===== src/design/linear_probe_hash_table_defines.svh =====
// assertion macros shared by the hash table rtl
// expects signals named clock and reset in the module that uses them
`ifndef LINEAR_PROBE_HASH_TABLE_DEFINES_SVH
`define LINEAR_PROBE_HASH_TABLE_DEFINES_SVH

// antecedent implies consequent in the same cycle
`define LPHT_ASSERT_NOW(label, ante, cons, msg) \
   label: assert property (@(posedge clock) disable iff (reset) (ante) |-> (cons)) \
      else $error(msg);

// antecedent implies consequent in the next cycle
`define LPHT_ASSERT_NEXT(label, ante, cons, msg) \
   label: assert property (@(posedge clock) disable iff (reset) (ante) |=> (cons)) \
      else $error(msg);

`endif


===== src/design/lpht_pkg.sv =====
// types, constants and helper functions of the hash table
// used by lpht_ctrl, lpht_datapath and linear_probe_hash_table
`default_nettype none
package lpht_pkg;

   localparam int DEF_MAX_SLOTS     = 1024;
   localparam int DEF_INITIAL_SLOTS = 32;
   localparam int KEY_BYTES         = 8;

   localparam int ACTION_W    = 3;
   localparam int KEY_W       = 64;
   localparam int LEN_W       = 4;
   localparam int VALUE_W     = 32;
   localparam int STATUS_W    = 3;
   localparam int OUT_COUNT_W = 11;
   localparam int THR_W       = 7;
   localparam int HASH_W      = 16;

   localparam int REQ_W         = 104;
   localparam int REQ_KEY_LSB   = 3;
   localparam int REQ_LEN_LSB   = 67;
   localparam int REQ_VAL_LSB   = 71;
   localparam int RSP_W         = 64;
   localparam int RSP_USED_W    = 57;

   localparam logic [THR_W-1:0]  THR_RESET = 7'd60;
   localparam logic [HASH_W-1:0] DJB2_SEED = 16'd5381;
   localparam int LOAD_PERCENT = 100;

   typedef enum logic [2:0] {
      ACT_GET    = 3'd0,
      ACT_INSERT = 3'd1,
      ACT_UPDATE = 3'd2,
      ACT_SET    = 3'd3,
      ACT_DELETE = 3'd4
   } action_type;

   typedef enum logic [2:0] {
      STS_OK          = 3'd0,
      STS_NOT_FOUND   = 3'd1,
      STS_EXISTS      = 3'd2,
      STS_FULL        = 3'd3,
      STS_RESIZE_FAIL = 3'd4
   } status_type;

   typedef enum logic [1:0] {
      MARK_EMPTY = 2'd0,
      MARK_USED  = 2'd1,
      MARK_TOMB  = 2'd2
   } mark_type;

   typedef enum logic [2:0] {
      OUT_FOUND,
      OUT_SLOT,
      OUT_NONE,
      OUT_RESIZE_FAIL,
      OUT_BAD
   } outcome_type;

   typedef enum logic [1:0] {
      RD_NONE,
      RD_WALK,
      RD_NEW,
      RD_CUR
   } rd_sel_type;

   typedef enum logic [1:0] {
      CLS_LOOKUP,
      CLS_STORE,
      CLS_BAD
   } act_class_type;

   typedef struct packed {
      logic        capture;
      logic        idx_zero;
      logic        idx_step;
      logic        clr_write;
      logic        clr_new;
      rd_sel_type  rd_sel;
      logic        walk_take;
      logic        place;
      logic        pos_step;
      logic        gpos_step;
      logic        probe_init;
      logic        commit;
      logic        apply;
      outcome_type outcome;
   } cmd_type;

   typedef struct packed {
      logic [1:0]    mark;
      logic          key_match;
      logic          have_tomb;
      logic          probe_last;
      logic          idx_last_cur;
      logic          idx_last_new;
      logic          need_grow;
      logic          can_grow;
      act_class_type act_class;
      logic          rsp_busy;
   } sts_type;

   // low bits of djb2; the low bits never depend on higher ones
   function automatic logic [HASH_W-1:0] djb2_low(input logic [KEY_W-1:0] key,
                                                  input logic [LEN_W-1:0] len);
      logic [HASH_W-1:0] h;
      h = DJB2_SEED;
      for (int i = 0; i < KEY_BYTES; i++) begin
         if (LEN_W'(i) < len) begin
            h = (h << 5) + h + HASH_W'(key[8*i +: 8]);
         end
      end
      return h;
   endfunction

   function automatic logic [KEY_W-1:0] key_mask(input logic [LEN_W-1:0] len);
      logic [KEY_W-1:0] m;
      m = '0;
      for (int i = 0; i < KEY_BYTES; i++) begin
         m[8*i +: 8] = (LEN_W'(i) < len) ? 8'hFF : 8'h00;
      end
      return m;
   endfunction

   // log2 of the largest power of two within both limits
   function automatic int init_log(input int init_slots, input int max_slots);
      int k;
      k = 0;
      for (int j = 0; j < 31; j++) begin
         if ((2 << k) <= init_slots && (2 << k) <= max_slots) begin
            k = k + 1;
         end
      end
      return k;
   endfunction

endpackage
`default_nettype wire


===== src/design/lpht_ctrl.sv =====
// control state machine of the hash table
// depends on lpht_pkg and linear_probe_hash_table_defines.svh
`default_nettype none
`include "linear_probe_hash_table_defines.svh"
module lpht_ctrl (
   input  wire logic             clock,
   input  wire logic             reset,
   input  wire logic             req_tvalid,
   output logic                  req_tready,
   input  wire lpht_pkg::sts_type sts_i,
   output lpht_pkg::cmd_type     cmd_o
);
   import lpht_pkg::*;

   typedef enum logic [11:0] {
      ST_CLEAR   = 12'b0000_0000_0001,
      ST_IDLE    = 12'b0000_0000_0010,
      ST_DECIDE  = 12'b0000_0000_0100,
      ST_GCLR    = 12'b0000_0000_1000,
      ST_WRD     = 12'b0000_0001_0000,
      ST_WCHK    = 12'b0000_0010_0000,
      ST_GPRD    = 12'b0000_0100_0000,
      ST_GPCHK   = 12'b0000_1000_0000,
      ST_GCOMMIT = 12'b0001_0000_0000,
      ST_PINIT   = 12'b0010_0000_0000,
      ST_PRD     = 12'b0100_0000_0000,
      ST_PCHK    = 12'b1000_0000_0000
   } state_type;

   state_type   state_ff, state_in;
   outcome_type outcome_ff, outcome_in;
   logic        done_ff, done_in;

   assign req_tready = (state_ff == ST_IDLE) && !done_ff;

   always_comb begin
      state_in   = state_ff;
      outcome_in = outcome_ff;
      done_in    = done_ff;
      cmd_o         = '0;
      cmd_o.rd_sel  = RD_NONE;
      cmd_o.outcome = outcome_ff;
      if (done_ff) begin
         // result waits for a free output register
         if (!sts_i.rsp_busy) begin
            cmd_o.apply = 1'b1;
            done_in     = 1'b0;
            state_in    = ST_IDLE;
         end
      end else begin
         case (state_ff)
            ST_CLEAR: begin
               cmd_o.clr_write = 1'b1;
               cmd_o.idx_step  = 1'b1;
               if (sts_i.idx_last_cur) state_in = ST_IDLE;
            end
            ST_IDLE: begin
               if (req_tvalid) begin
                  cmd_o.capture = 1'b1;
                  state_in      = ST_DECIDE;
               end
            end
            ST_DECIDE: begin
               case (sts_i.act_class)
                  CLS_LOOKUP: begin
                     cmd_o.probe_init = 1'b1;
                     state_in         = ST_PRD;
                  end
                  CLS_STORE: begin
                     if (sts_i.need_grow) begin
                        if (sts_i.can_grow) begin
                           cmd_o.idx_zero = 1'b1;
                           state_in       = ST_GCLR;
                        end else begin
                           outcome_in = OUT_RESIZE_FAIL;
                           done_in    = 1'b1;
                           state_in   = ST_IDLE;
                        end
                     end else begin
                        cmd_o.probe_init = 1'b1;
                        state_in         = ST_PRD;
                     end
                  end
                  default: begin
                     outcome_in = OUT_BAD;
                     done_in    = 1'b1;
                     state_in   = ST_IDLE;
                  end
               endcase
            end
            ST_GCLR: begin
               cmd_o.clr_write = 1'b1;
               cmd_o.clr_new   = 1'b1;
               if (sts_i.idx_last_new) begin
                  cmd_o.idx_zero = 1'b1;
                  state_in       = ST_WRD;
               end else begin
                  cmd_o.idx_step = 1'b1;
               end
            end
            ST_WRD: begin
               cmd_o.rd_sel = RD_WALK;
               state_in     = ST_WCHK;
            end
            ST_WCHK: begin
               if (sts_i.mark == MARK_USED) begin
                  cmd_o.walk_take = 1'b1;
                  state_in        = ST_GPRD;
               end else if (sts_i.idx_last_cur) begin
                  state_in = ST_GCOMMIT;
               end else begin
                  cmd_o.idx_step = 1'b1;
                  state_in       = ST_WRD;
               end
            end
            ST_GPRD: begin
               cmd_o.rd_sel = RD_NEW;
               state_in     = ST_GPCHK;
            end
            ST_GPCHK: begin
               if (sts_i.mark == MARK_EMPTY) begin
                  cmd_o.place = 1'b1;
                  if (sts_i.idx_last_cur) begin
                     state_in = ST_GCOMMIT;
                  end else begin
                     cmd_o.idx_step = 1'b1;
                     state_in       = ST_WRD;
                  end
               end else begin
                  cmd_o.gpos_step = 1'b1;
                  state_in        = ST_GPRD;
               end
            end
            ST_GCOMMIT: begin
               cmd_o.commit = 1'b1;
               state_in     = ST_PINIT;
            end
            ST_PINIT: begin
               cmd_o.probe_init = 1'b1;
               state_in         = ST_PRD;
            end
            ST_PRD: begin
               cmd_o.rd_sel = RD_CUR;
               state_in     = ST_PCHK;
            end
            ST_PCHK: begin
               if (sts_i.mark == MARK_EMPTY) begin
                  outcome_in = OUT_SLOT;
                  done_in    = 1'b1;
                  state_in   = ST_IDLE;
               end else if (sts_i.mark == MARK_TOMB) begin
                  if (sts_i.probe_last) begin
                     outcome_in = OUT_SLOT;
                     done_in    = 1'b1;
                     state_in   = ST_IDLE;
                  end else begin
                     cmd_o.pos_step = 1'b1;
                     state_in       = ST_PRD;
                  end
               end else if (sts_i.key_match) begin
                  outcome_in = OUT_FOUND;
                  done_in    = 1'b1;
                  state_in   = ST_IDLE;
               end else if (sts_i.probe_last) begin
                  outcome_in = sts_i.have_tomb ? OUT_SLOT : OUT_NONE;
                  done_in    = 1'b1;
                  state_in   = ST_IDLE;
               end else begin
                  cmd_o.pos_step = 1'b1;
                  state_in       = ST_PRD;
               end
            end
            default: begin
               state_in = ST_IDLE;
            end
         endcase
      end
   end

   always_ff @(posedge clock) begin
      if (reset) begin
         state_ff   <= ST_CLEAR;
         outcome_ff <= OUT_BAD;
         done_ff    <= 1'b0;
      end else begin
         state_ff   <= state_in;
         outcome_ff <= outcome_in;
         done_ff    <= done_in;
      end
   end

   `LPHT_ASSERT_NOW(a_apply_free, cmd_o.apply, !sts_i.rsp_busy, "result applied over a held one")
   `LPHT_ASSERT_NEXT(a_cap_decide, cmd_o.capture, state_ff == ST_DECIDE, "request not decided")
   `LPHT_ASSERT_NEXT(a_commit_probe, cmd_o.commit, state_ff == ST_PINIT, "grow not followed by probe")

endmodule
`default_nettype wire


===== config.mk =====
export PLATFORM = sky130hd
export DESIGN_NAME = lpht_ctrl
export DESIGN_NICKNAME = d
export VERILOG_FILES = /design/src/design/lpht_pkg.sv /design/src/design/lpht_ctrl.sv
export VERILOG_INCLUDE_DIRS = /design/src /design/src/design
export SDC_FILE = /design/constraint.sdc
export NUM_CORES = 1
export LEC_CHECK = 0
export ABC_AREA = 1
export BUFFER_PORTS_ARGS = -buffer_cell sky130_fd_sc_hd__buf_2
export CELL_PAD_IN_SITES_DETAIL_PLACEMENT = 0
export CELL_PAD_IN_SITES_GLOBAL_PLACEMENT = 1
export CORE_ASPECT_RATIO = 1.1
export CORE_MARGIN = 10
export CORE_UTILIZATION = 32
export CTS_CLUSTER_DIAMETER = 30
export DETAILED_ROUTE_END_ITERATION = 8
export HOLD_SLACK_MARGIN = 0.03
export PLACE_DENSITY_LB_ADDON = 0.3
export SLEW_MARGIN = 10
export SYNTH_ARGS = -nofsm -noshare
export SYNTH_HDL_FRONTEND = slang
export SYNTH_SLANG_ARGS = --single-unit
export TNS_END_PERCENT = 50

===== constraint.sdc =====
create_clock -name clock -period 1.3 [get_ports clock]
set_input_delay 0.195 -clock clock [delete_from_list [all_inputs] [get_ports clock]]
set_output_delay 0.195 -clock clock [all_outputs]
set_load 0.02 [all_outputs]

==> results of run 1 <==
layout make-up:
| cell class | instances | area [um2] | share of cell area (%) |
|---|---|---|---|
| Multi-Input combinational cell | 174 | 1180 | 47.1 |
| Timing Repair Buffer | 91 | 744 | 29.7 |
| Sequential cell | 16 | 349 | 13.9 |
| Inverter | 31 | 129 | 5.13 |
| Tap cell | 52 | 65.1 | 2.59 |
| Clock buffer | 3 | 41.3 | 1.65 |
cells by family after synthesis:
kind of cell | Yosys count
flops | 16
buf+inv | 33
compound gates | 27
simple gates | 145
through the flow:
| step | cell area (um2) | instances | hold slack (ns) | power (mW) |
|---|---|---|---|---|
| detailed placement | 1880 | 335 | 0.464 | 2.56 |
| global placement | 1880 | 335 | 0.460 | 2.56 |
| floorplan | 1410 | 221 | 0.257 | 1.98 |
| global route | 2510 | 367 | 0.257 | 4.24 |
| CTS | 2360 | 361 | 0.227 | 3.71 |
| finish | 2510 | 367 | 0.248 | 3.97 |
cell usage in the layout, fill, tap and decap left out, types with 7 or more instances in the layout:
master,instances
buf_4,51
nand2_1,45
nor2_1,26
dfxtp_2,8
inv_1,26
nand3_1,9
nand4_1,7
buf_2,17
nand2_2,11
buf_6,21
nor2_4,16
o21ai_1,9
repair_timing:
item,CTS,global route
pin swaps,38,15
buffers inserted,21,6
gates cloned,2,0
gates resized for setup,80,29
endpoints found under the setup margin,31,31
layer usage:
layer / up-vias / wire, um
met5: - / 0
met4: 0 / 69
met3: 7 / 322
met2: 45 / 2570
met1: 809 / 2190
li1: 902 / -
registers in the layout (all words and copies together), names as in the netlist:
| register | count |
|---|---|
| state_ff | 12 |
| outcome_ff | 3 |
| done_ff | 1 |
where the power goes:
group          switching, mW  leakage, nW  internal (mW)
combinational           1.52         1.08           1.38
clock                  0.173       0.0216          0.206
sequential             0.108        0.137          0.591
worst max path at each step:
| stage | end | slack, ns |
|---|---|---|
| floorplan | cmd_o[14] | -0.15 |
| global placement | state_ff[6] | -0.25 |
| detailed placement | state_ff[6] | -0.27 |
| CTS | cmd_o[14] | -0.44 |
| global route | cmd_o[14] | -0.53 |
| finish | cmd_o[10] | -0.46 |
==> impl_metrics.yaml, run 1 <==
floorplanning:
  die_width_um: 81.6
  die-area_um2: 7160
  ios: 33
  initial_utilization_pct: 33.4
  coreArea_um2: 3990
  num_rows: 24
  die_h_um: 87.7
power:
  peakVddDrop_mv: 0.762
  p_leak_nw: 1.24
  power_density_nw_per_um2: 1580
setup_path:
  reg2reg_from: "state_ff[11]"
  worstSetupStartpointType: "flip-flop"
  cp_data_arrival_time_ns: 1.56
  crit_family: "simple AND/OR/NAND/NOR gates"
  crit_fanout: 4
  path_cells: "nor2_4 -> nand2_4 -> buf_12 -> nor2_8 -> buf_6 -> nand3_2 -> nand2_2 -> buf_6"
  cp.required_ns: 1.11
  crit_slowest_cell: "dfxtp_2"
  slowest_delay_ns: 0.34
  worstSetupPathDepth: 8
  r2r_slack_ns: -0.33
  cp-startpoint: "state_ff[1]"
  cpMostUsedCell: "buf_6"
  critPathKind: "reg -> out"
  ff2ff_path_depth: 10
  timing.rr.end: "state_ff[10]"
  path_buf_inv: 3
  worstSetupEndpointType: "output port"
hold_path:
  hold_path.class: "in -> reg"
  whs_path_depth: 2
  min_from: "reset"
  hold-path-endpoint: "state_ff[5]"
synthesis:
  synth_top_family_by_area: "simple AND/OR/NAND/NOR gates"
  synth.most_common_cell: "nand2_1"
  synthFlopType: "dfxtp_1"
  yosysUniqueCellTypes: 27
  ys_top_cells_by_area: "dfxtp_1 (24%), nand2_1 (16%), nor2_1 (11%)"
  avgSynthCellArea_um2: 6.04
  ys_seq_elements: 16
  synth_adder_area_share_pct: 0
  synth_xor_area_share_pct: 0
  ys_top_cells_by_count: "nand2_1 (56), nor2_1 (38), inv_1 (28)"
  yosys.area_share.simple_pct: 55.3
  netlist_area_um2: 1340
  synth_compound_area_share_pct: 11.1
  synth_top_area_share_pct: 24.0
  yosysWarningCount: 0
  synth_cells: 221
  synth.net_count: 236
  async_flop_share_pct: 0
  synthMuxAreaShare_pct: 0
  ys_seq_area_share_pct: 24.0
  synth_edf_count: 0
  yosysTopAreaCell: "dfxtp_1"
final_layout:
  final_util_pct: 62.8
  fillers: 389
  diodes: 0
  drive_above_1_share_pct: 56.2
  nets: 332
  syn_to_final_growth_pct: 88.0
drt:
  via_count: 1763
  firstDrtPassIters: 4
  avgRoutedWirePerCell_um: 14.0
  drt-vias-per-instance: 4.80
  first_iter_violations: 120
  drc: 0
  wirelength_um: 5150
  ant_nets: 0
run_status:
  violations: "setup timing"
  status: "finished with violations"
timing:
  tightest_slew_ns: 0.336
  worst_slack_ns: -0.458
  tns_ns: -9.63
  slew_violations: 0
  skew_ns: 0.00271
  fmax_ghz: 0.569
  setup_viol: 30
  finalHoldViolCount: 0
  finalCriticalPeriod_ns: 1.76
  rsz0062_at_grt: "true"
  min_period_over_period_pct: 135
  max-slew-margin-rel_pct: 77.6
grt:
  top_usage_layer: "met2"
  grt_pass1_vias: 1766
  grt_start_max_net_pins: 11
  grt_util_met1_pct: 17.2
  overflow: 0
  track_usage_pct: 14.0
  grt.met2_usage_pct: 23.2
  grt_antenna_before_repair: 0
  grt_pass1_wl_um: 8020
  grt_util_met3_pct: 3.69
placement:
  port_buffers: 32
  place_congestion: 0.886
  place_ws_ns: -0.272
  hpwl_um: 3520
clocking:
  numClockSinks: 16
  cts.path.max_buffers: 2
  cts_tree: "built"
  postCtsHoldBufs: 0
  clkLatencyLatePin_ns: 0.25
  cts_buffers: 3
  cts_htree_levels: 1
  path_clk_slew_ns: 0.06
  root_buffer: "clkbuf_8"
run:
  drv_cap: 0
No activity file was read; power rests on OpenSTA's default activity.
==> inputs of run 2 (changes only) <==
--- a/config.mk
+++ b/config.mk
@@ -18,4 +18,5 @@
 export HOLD_SLACK_MARGIN = 0.03
 export PLACE_DENSITY_LB_ADDON = 0.3
+export REMOVE_ABC_BUFFERS = 1
 export SLEW_MARGIN = 10
 export SYNTH_ARGS = -nofsm -noshare
==> constraint.sdc (replaced) <==
create_clock -name clock -period 1.3 [get_ports clock]
set_input_delay 0.195 -clock clock [delete_from_list [all_inputs] [get_ports clock]]
set_output_delay 0.195 -clock clock [all_outputs]
set_load 0.05 [all_outputs]
==> run 2 against run 1 <==
Compared with the run above:
- the run still ends with setup timing left
- sequential power shrank 2%
- clock skew shrank 0.00072 ns
- routed wire length decreased by 5.0%
- largest power group unchanged
- maximum frequency shrank 1.9%
- highest routed layer unchanged
==> impl_metrics.yaml, run 2 (synthesis results as in run 1) <==
floorplanning:
  coreArea_um2: 3990
  die_width_um: 81.6
  die_h_um: 87.7
  num_rows: 24
  initial_utilization_pct: 33.4
  die-area_um2: 7160
  ios: 33
final_layout:
  nets: 338
  stdcell_area_um2: 2490
  syn_to_final_growth_pct: 86.4
  regMostFlops: "state_ff"
  final_common_cell: "buf_4"
  most-common-layout-cells: "buf_4 (62), nand2_1 (43), nor2_1 (27)"
  fillers: 370
  seqCellArea_um2: 347
  drive_above_1_share_pct: 57.6
  multi_input_area_um2: 1100
  largestRegisters: "state_ff x12, outcome_ff x3, done_ff x1"
  largest_reg_flops: 12
  diodes: 0
power:
  power_density_nw_per_um2: 1530
  peakVddDrop_mv: 0.788
  p_leak_nw: 1.29
placement:
  port_buffers: 32
  hpwl_um: 3610
  place_congestion: 0.867
  postPlaceCellArea_um2: 1930
drt:
  ant_nets: 0
  drt-vias-per-instance: 4.69
  drc: 0
  avgRoutedWirePerCell_um: 13.1
  wirelength_um: 4890
  first_iter_violations: 80
  via_count: 1751
  firstDrtPassIters: 4
setup_path:
  endpoint: "cmd_o[14]"
  timing.rr.end: "outcome_ff[0]"
  cp_data_arrival_time_ns: 1.60
  cp-startpoint: "state_ff[1]"
  critPathKind: "reg -> out"
  worstSetupStartpointType: "flip-flop"
  r2r_slack_ns: -0.38
  cp.required_ns: 1.11
  reg2reg_from: "state_ff[1]"
  crit_fanout: 5
  worstSetupEndpointType: "output port"
  ff2ff_path_depth: 11
timing:
  setup_viol: 30
  worst_slack_ns: -0.493
  tns_ns: -9.92
  fmax_ghz: 0.558
  finalCriticalPeriod_ns: 1.79
  tightest_slew_ns: 0.332
  rsz0062_at_grt: "true"
  finalHoldViolCount: 0
  max-slew-margin-rel_pct: 77.7
  holdWs_ns: 0.225
  skew_ns: 0.00200
  slew_violations: 0
  min_period_over_period_pct: 138
clocking:
  clkLatencyLatePin_ns: 0.25
  root_buffer: "clkbuf_8"
  cts_buffers: 3
  path_clk_slew_ns: 0.06
  numClockSinks: 16
  cts.path.max_buffers: 2
  cts_tree: "built"
  cts_htree_levels: 1
grt:
  grt_start_max_net_pins: 13
  grt_pass1_vias: 1671
  overflow: 0
  grt_antenna_before_repair: 0
  grt_pass1_wl_um: 7420
  track_usage_pct: 13.1
run:
  drv_cap: 0
hold_path:
  hold_path.class: "in -> reg"
run_status:
  status: "finished with violations"
  violations: "setup timing"
-- run 2: cell types whose count changed in the layout (fill, tap and decap cells not counted), moves of 4 or more --
cell / delta
buf_4: +11
buf_6: -8
buf_8: +6
inv_2: +4
nand3_4: -4
-- run 2: critical path: stages, from the launching register on --
cell     delay, ns
dfxtp_4       0.36
nor2_4        0.13
nand2_4       0.08
nor2_8        0.14
nand3_2       0.08
nand2_2       0.09
nand2_2       0.05
and3_4        0.15
nor2_4        0.11
buf_8         0.15
-- run 2: worst min path at each step --
stage                  start             to  slack, ns  cells past startpoint
2_1_floorplan          reset   state_ff[10]       0.26                      1
3_3_place_gp   outcome_ff[2]  outcome_ff[2]       0.46                      2
3_5_place_dp   outcome_ff[2]  outcome_ff[2]       0.46                      2
4_1_cts                reset    state_ff[4]       0.23                      2
5_1_grt                reset    state_ff[8]       0.25                      2
6_report               reset    state_ff[8]       0.22                      2
-- run 2: layer usage --
| metal | wire [um] | vias up | global-route usage, % |
|---|---|---|---|
| li1 | - | 911 | - |
| met1 | 2040 | 806 | 15.3 |
| met2 | 2620 | 27 | 24.1 |
| met3 | 191 | 7 | 1.84 |
| met4 | 48 | 0 | 3.25 |
| met5 | 0 | - | 0 |
-- run 2: timing repair --
action                     in CTS  in global routing
setup endpoints to repair      31                 31
hold buffers                    0                  0
buffers inserted                7                 12
pin swaps                      14                 29
hold endpoints to repair        0                  0
gates resized for setup        72                 54
-- run 2: final cells by class --
class,instances,share of cell area (%)
sequential,16,13.9
timing repair buffer,99,32.4
clock buffer,3,1.66
tap,52,2.61
inverter,31,4.98
multi-input combinational,172,44.4
-- run 2: power by group --
part	total [mW]	switching, mW	internal [mW]	leakage [nW]
Combinational	2.74	1.56	1.18	1.13
Sequential	0.689	0.0940	0.595	0.137
Clock	0.386	0.180	0.206	0.0216
-- run 2: stage by stage --
step | instances | power [mW] | util [%] | setup WS [ns]
global route | 373 | 4.05 | 62.3 | -0.572
floorplan | 219 | 2.04 | - | -1.04
finish | 373 | 3.81 | 62.3 | -0.493
CTS | 362 | 3.44 | 55.7 | -0.529
detailed placement | 352 | 2.76 | 48.3 | -0.393
global placement | 352 | 2.74 | 48.3 | -0.340
==> inputs of run 3 (changes only) <==
Settings changed: ABC_AREA 1 to unset, CORE_UTILIZATION 32 to 34.
==> run 3 against run 2 <==
Compared with the run above:
- the run still ends with setup timing left
- largest cell class unchanged
- hold slack gained 0.062 ns
- highest routed layer unchanged
- routed wire length is 0.47% higher
- area after synthesis is 6.1% lower
==> impl_metrics.yaml, run 3 <==
run_status:
  status: "finished with violations"
  violations: "setup timing"
synthesis:
  yosysTopAreaCell: "dfxtp_1"
  avgSynthCellArea_um2: 7.79
  synth_edf_count: 0
  ys_seq_elements: 16
  ys_top_cells_by_count: "dfxtp_1 (16), nor2_1 (15), a21oi_1 (14)"
  ys_seq_area_share_pct: 25.5
  yosysUniqueCellTypes: 50
  synth_cells: 161
  synth_top_area_share_pct: 25.5
  netlist_area_um2: 1250
  synthFlopType: "dfxtp_1"
  yosysWarningCount: 0
  ys_top_cells_by_area: "dfxtp_1 (26%), a21oi_1 (5.6%), nor4_4 (5.1%)"
  async_flop_share_pct: 0
  synth.most_common_cell: "dfxtp_1"
grt:
  grt_pass1_wl_um: 7930
  overflow: 0
  track_usage_pct: 14.4
  grt_start_max_net_pins: 17
  grt_antenna_before_repair: 0
  grt_pass1_vias: 1701
clocking:
  root_buffer: "clkbuf_8"
  postCtsHoldBufs: 0
  cts_tree: "built"
  clkLatencyLatePin_ns: 0.25
  path_clk_slew_ns: 0.07
  cts.path.max_buffers: 2
  numClockSinks: 16
  cts_buffers: 3
  cts_htree_levels: 1
placement:
  port_buffers: 32
  postPlaceCellArea_um2: 1810
  hpwl_um: 3370
  place_congestion: 0.915
  dp_cells: 283
final_layout:
  largestRegisters: "state_ff x12, outcome_ff x3, done_ff x1"
  syn_to_final_growth_pct: 92.8
  fillers: 289
  diodes: 0
  drive_above_1_share_pct: 62.7
  multi_input_area_um2: 1130
  final_common_cell: "buf_4"
  largest_reg_flops: 12
  stdcell_area_um2: 2420
  seqCellArea_um2: 337
  final_cells: 302
  nets: 268
  most-common-layout-cells: "buf_4 (57), buf_6 (20), buf_2 (17)"
  regMostFlops: "state_ff"
timing:
  min_period_over_period_pct: 168
  finalCriticalPeriod_ns: 2.19
  fmax_ghz: 0.457
  skew_ns: 0.00211
  setup_viol: 30
  slew_violations: 0
  max-slew-margin-rel_pct: 67.6
  finalHoldViolCount: 0
  tightest_slew_ns: 0.486
  worst_slack_ns: -0.886
  rsz0062_at_grt: "true"
setup_path:
  worstSetupStartpointType: "flip-flop"
  crit_fanout: 5
  critPathKind: "reg -> out"
  cp_data_arrival_time_ns: 1.99
  worstSetupEndpointType: "output port"
  cp.required_ns: 1.11
power:
  power_frac_comb_pct: 35.0
  p_leak_nw: 1.01
  peakVddDrop_mv: 0.418
  power_density_nw_per_um2: 619
  clkPwrFrac_pct: 30.4
  pwr-share-seq_pct: 34.6
  intPower_mw: 1.02
  p_sw_uw: 479
  switching_share_pct: 32.1
floorplanning:
  ios: 33
  num_rows: 23
  die_width_um: 77.9
  die_h_um: 83.7
  coreArea_um2: 3600
  die-area_um2: 6520
  initial_utilization_pct: 34.9
drt:
  drc: 0
  avgRoutedWirePerCell_um: 16.3
  drt-vias-per-instance: 5.32
  firstDrtPassIters: 4
  via_count: 1608
  ant_nets: 0
  first_iter_violations: 58
  wirelength_um: 4920
hold_path:
  hold_path.class: "in -> reg"
run:
  drv_cap: 0
==> run 3: path summary, 6_finish.rpt <==
path | from | end | slack (ns) | cells after the start
min | sts_i[0] | done_ff | 0.29 | 3
min reg2reg | outcome_ff[2] | outcome_ff[2] | 0.47 | 1
max | state_ff[5] | cmd_o[14] | -0.89 | 5
max reg2reg | state_ff[8] | state_ff[8] | -0.57 | 7
==> run 3: kinds of logic after synthesis <==
kind of cell,synth area share [%]
AO/OA/AOI/OAI,24.5
XOR/XNOR,2.10
flip-flops,25.5
multiplexers,0.898
AND/OR/NAND/NOR,40.6
buffers and inverters,6.39
==> run 3: cell type report <==
class	instances	share of cell area, %
Timing Repair Buffer	99	33.6
Multi-Input combinational cell	128	46.8
Tap cell	50	2.59
Sequential cell	16	13.9
Clock buffer	4	2.28
Inverter	5	0.776
==> run 3: routing by layer <==
| layer | vias up | track usage [%] | part of all wire (%) |
|---|---|---|---|
| met3 | 4 | 3.23 | 4.8 |
| met2 | 31 | 27.2 | 54 |
| met5 | - | 0 | 0 |
| met1 | 796 | 15.0 | 40 |
| li1 | 777 | - | - |
| met4 | 0 | 4.40 | 0.77 |
==> run 3: metrics by stage <==
step | worst slack, ns | power [mW] | hold slack [ns] | setup TNS [ns] | utilization [%]
2_1_floorplan | -1.26 | 0.718 | 0.257 | -19.76 | -
3_3_place_gp | -0.665 | 0.890 | 0.446 | -14.09 | 50.2
3_5_place_dp | -0.676 | 0.896 | 0.454 | -15.35 | 50.2
4_1_cts | -0.878 | 1.46 | 0.235 | -17.17 | 63.7
5_1_grt | -0.935 | 1.56 | 0.289 | -20.08 | 67.2
6_report | -0.886 | 1.50 | 0.286 | -17.27 | 67.2
==> run 3: timing repair <==
action                                  4_1_cts  5_1_grt
pin swaps                                    27       11
buffers inserted                             11        5
endpoints found under the setup margin       31       31
gates resized for setup                      92       19
==> run 3: critical path: stages, from the launching register on <==
cell and delay (ns):
dfxtp_2 0.36, or4b_4 0.54, a21boi_1 0.15, or3_1 0.33, a21oi_1 0.14, buf_4 0.21
==> run 3: power by group through the flow <==
stage | sequential [mW] | combinational, mW | clock, mW
4_1_cts | 0.515 | 0.472 | 0.472
5_1_grt | 0.519 | 0.555 | 0.486
3_5_place_dp | 0.523 | 0.372 | 0
6_report | 0.518 | 0.523 | 0.454
3_3_place_gp | 0.523 | 0.367 | 0
2_1_floorplan | 0.539 | 0.179 | 0
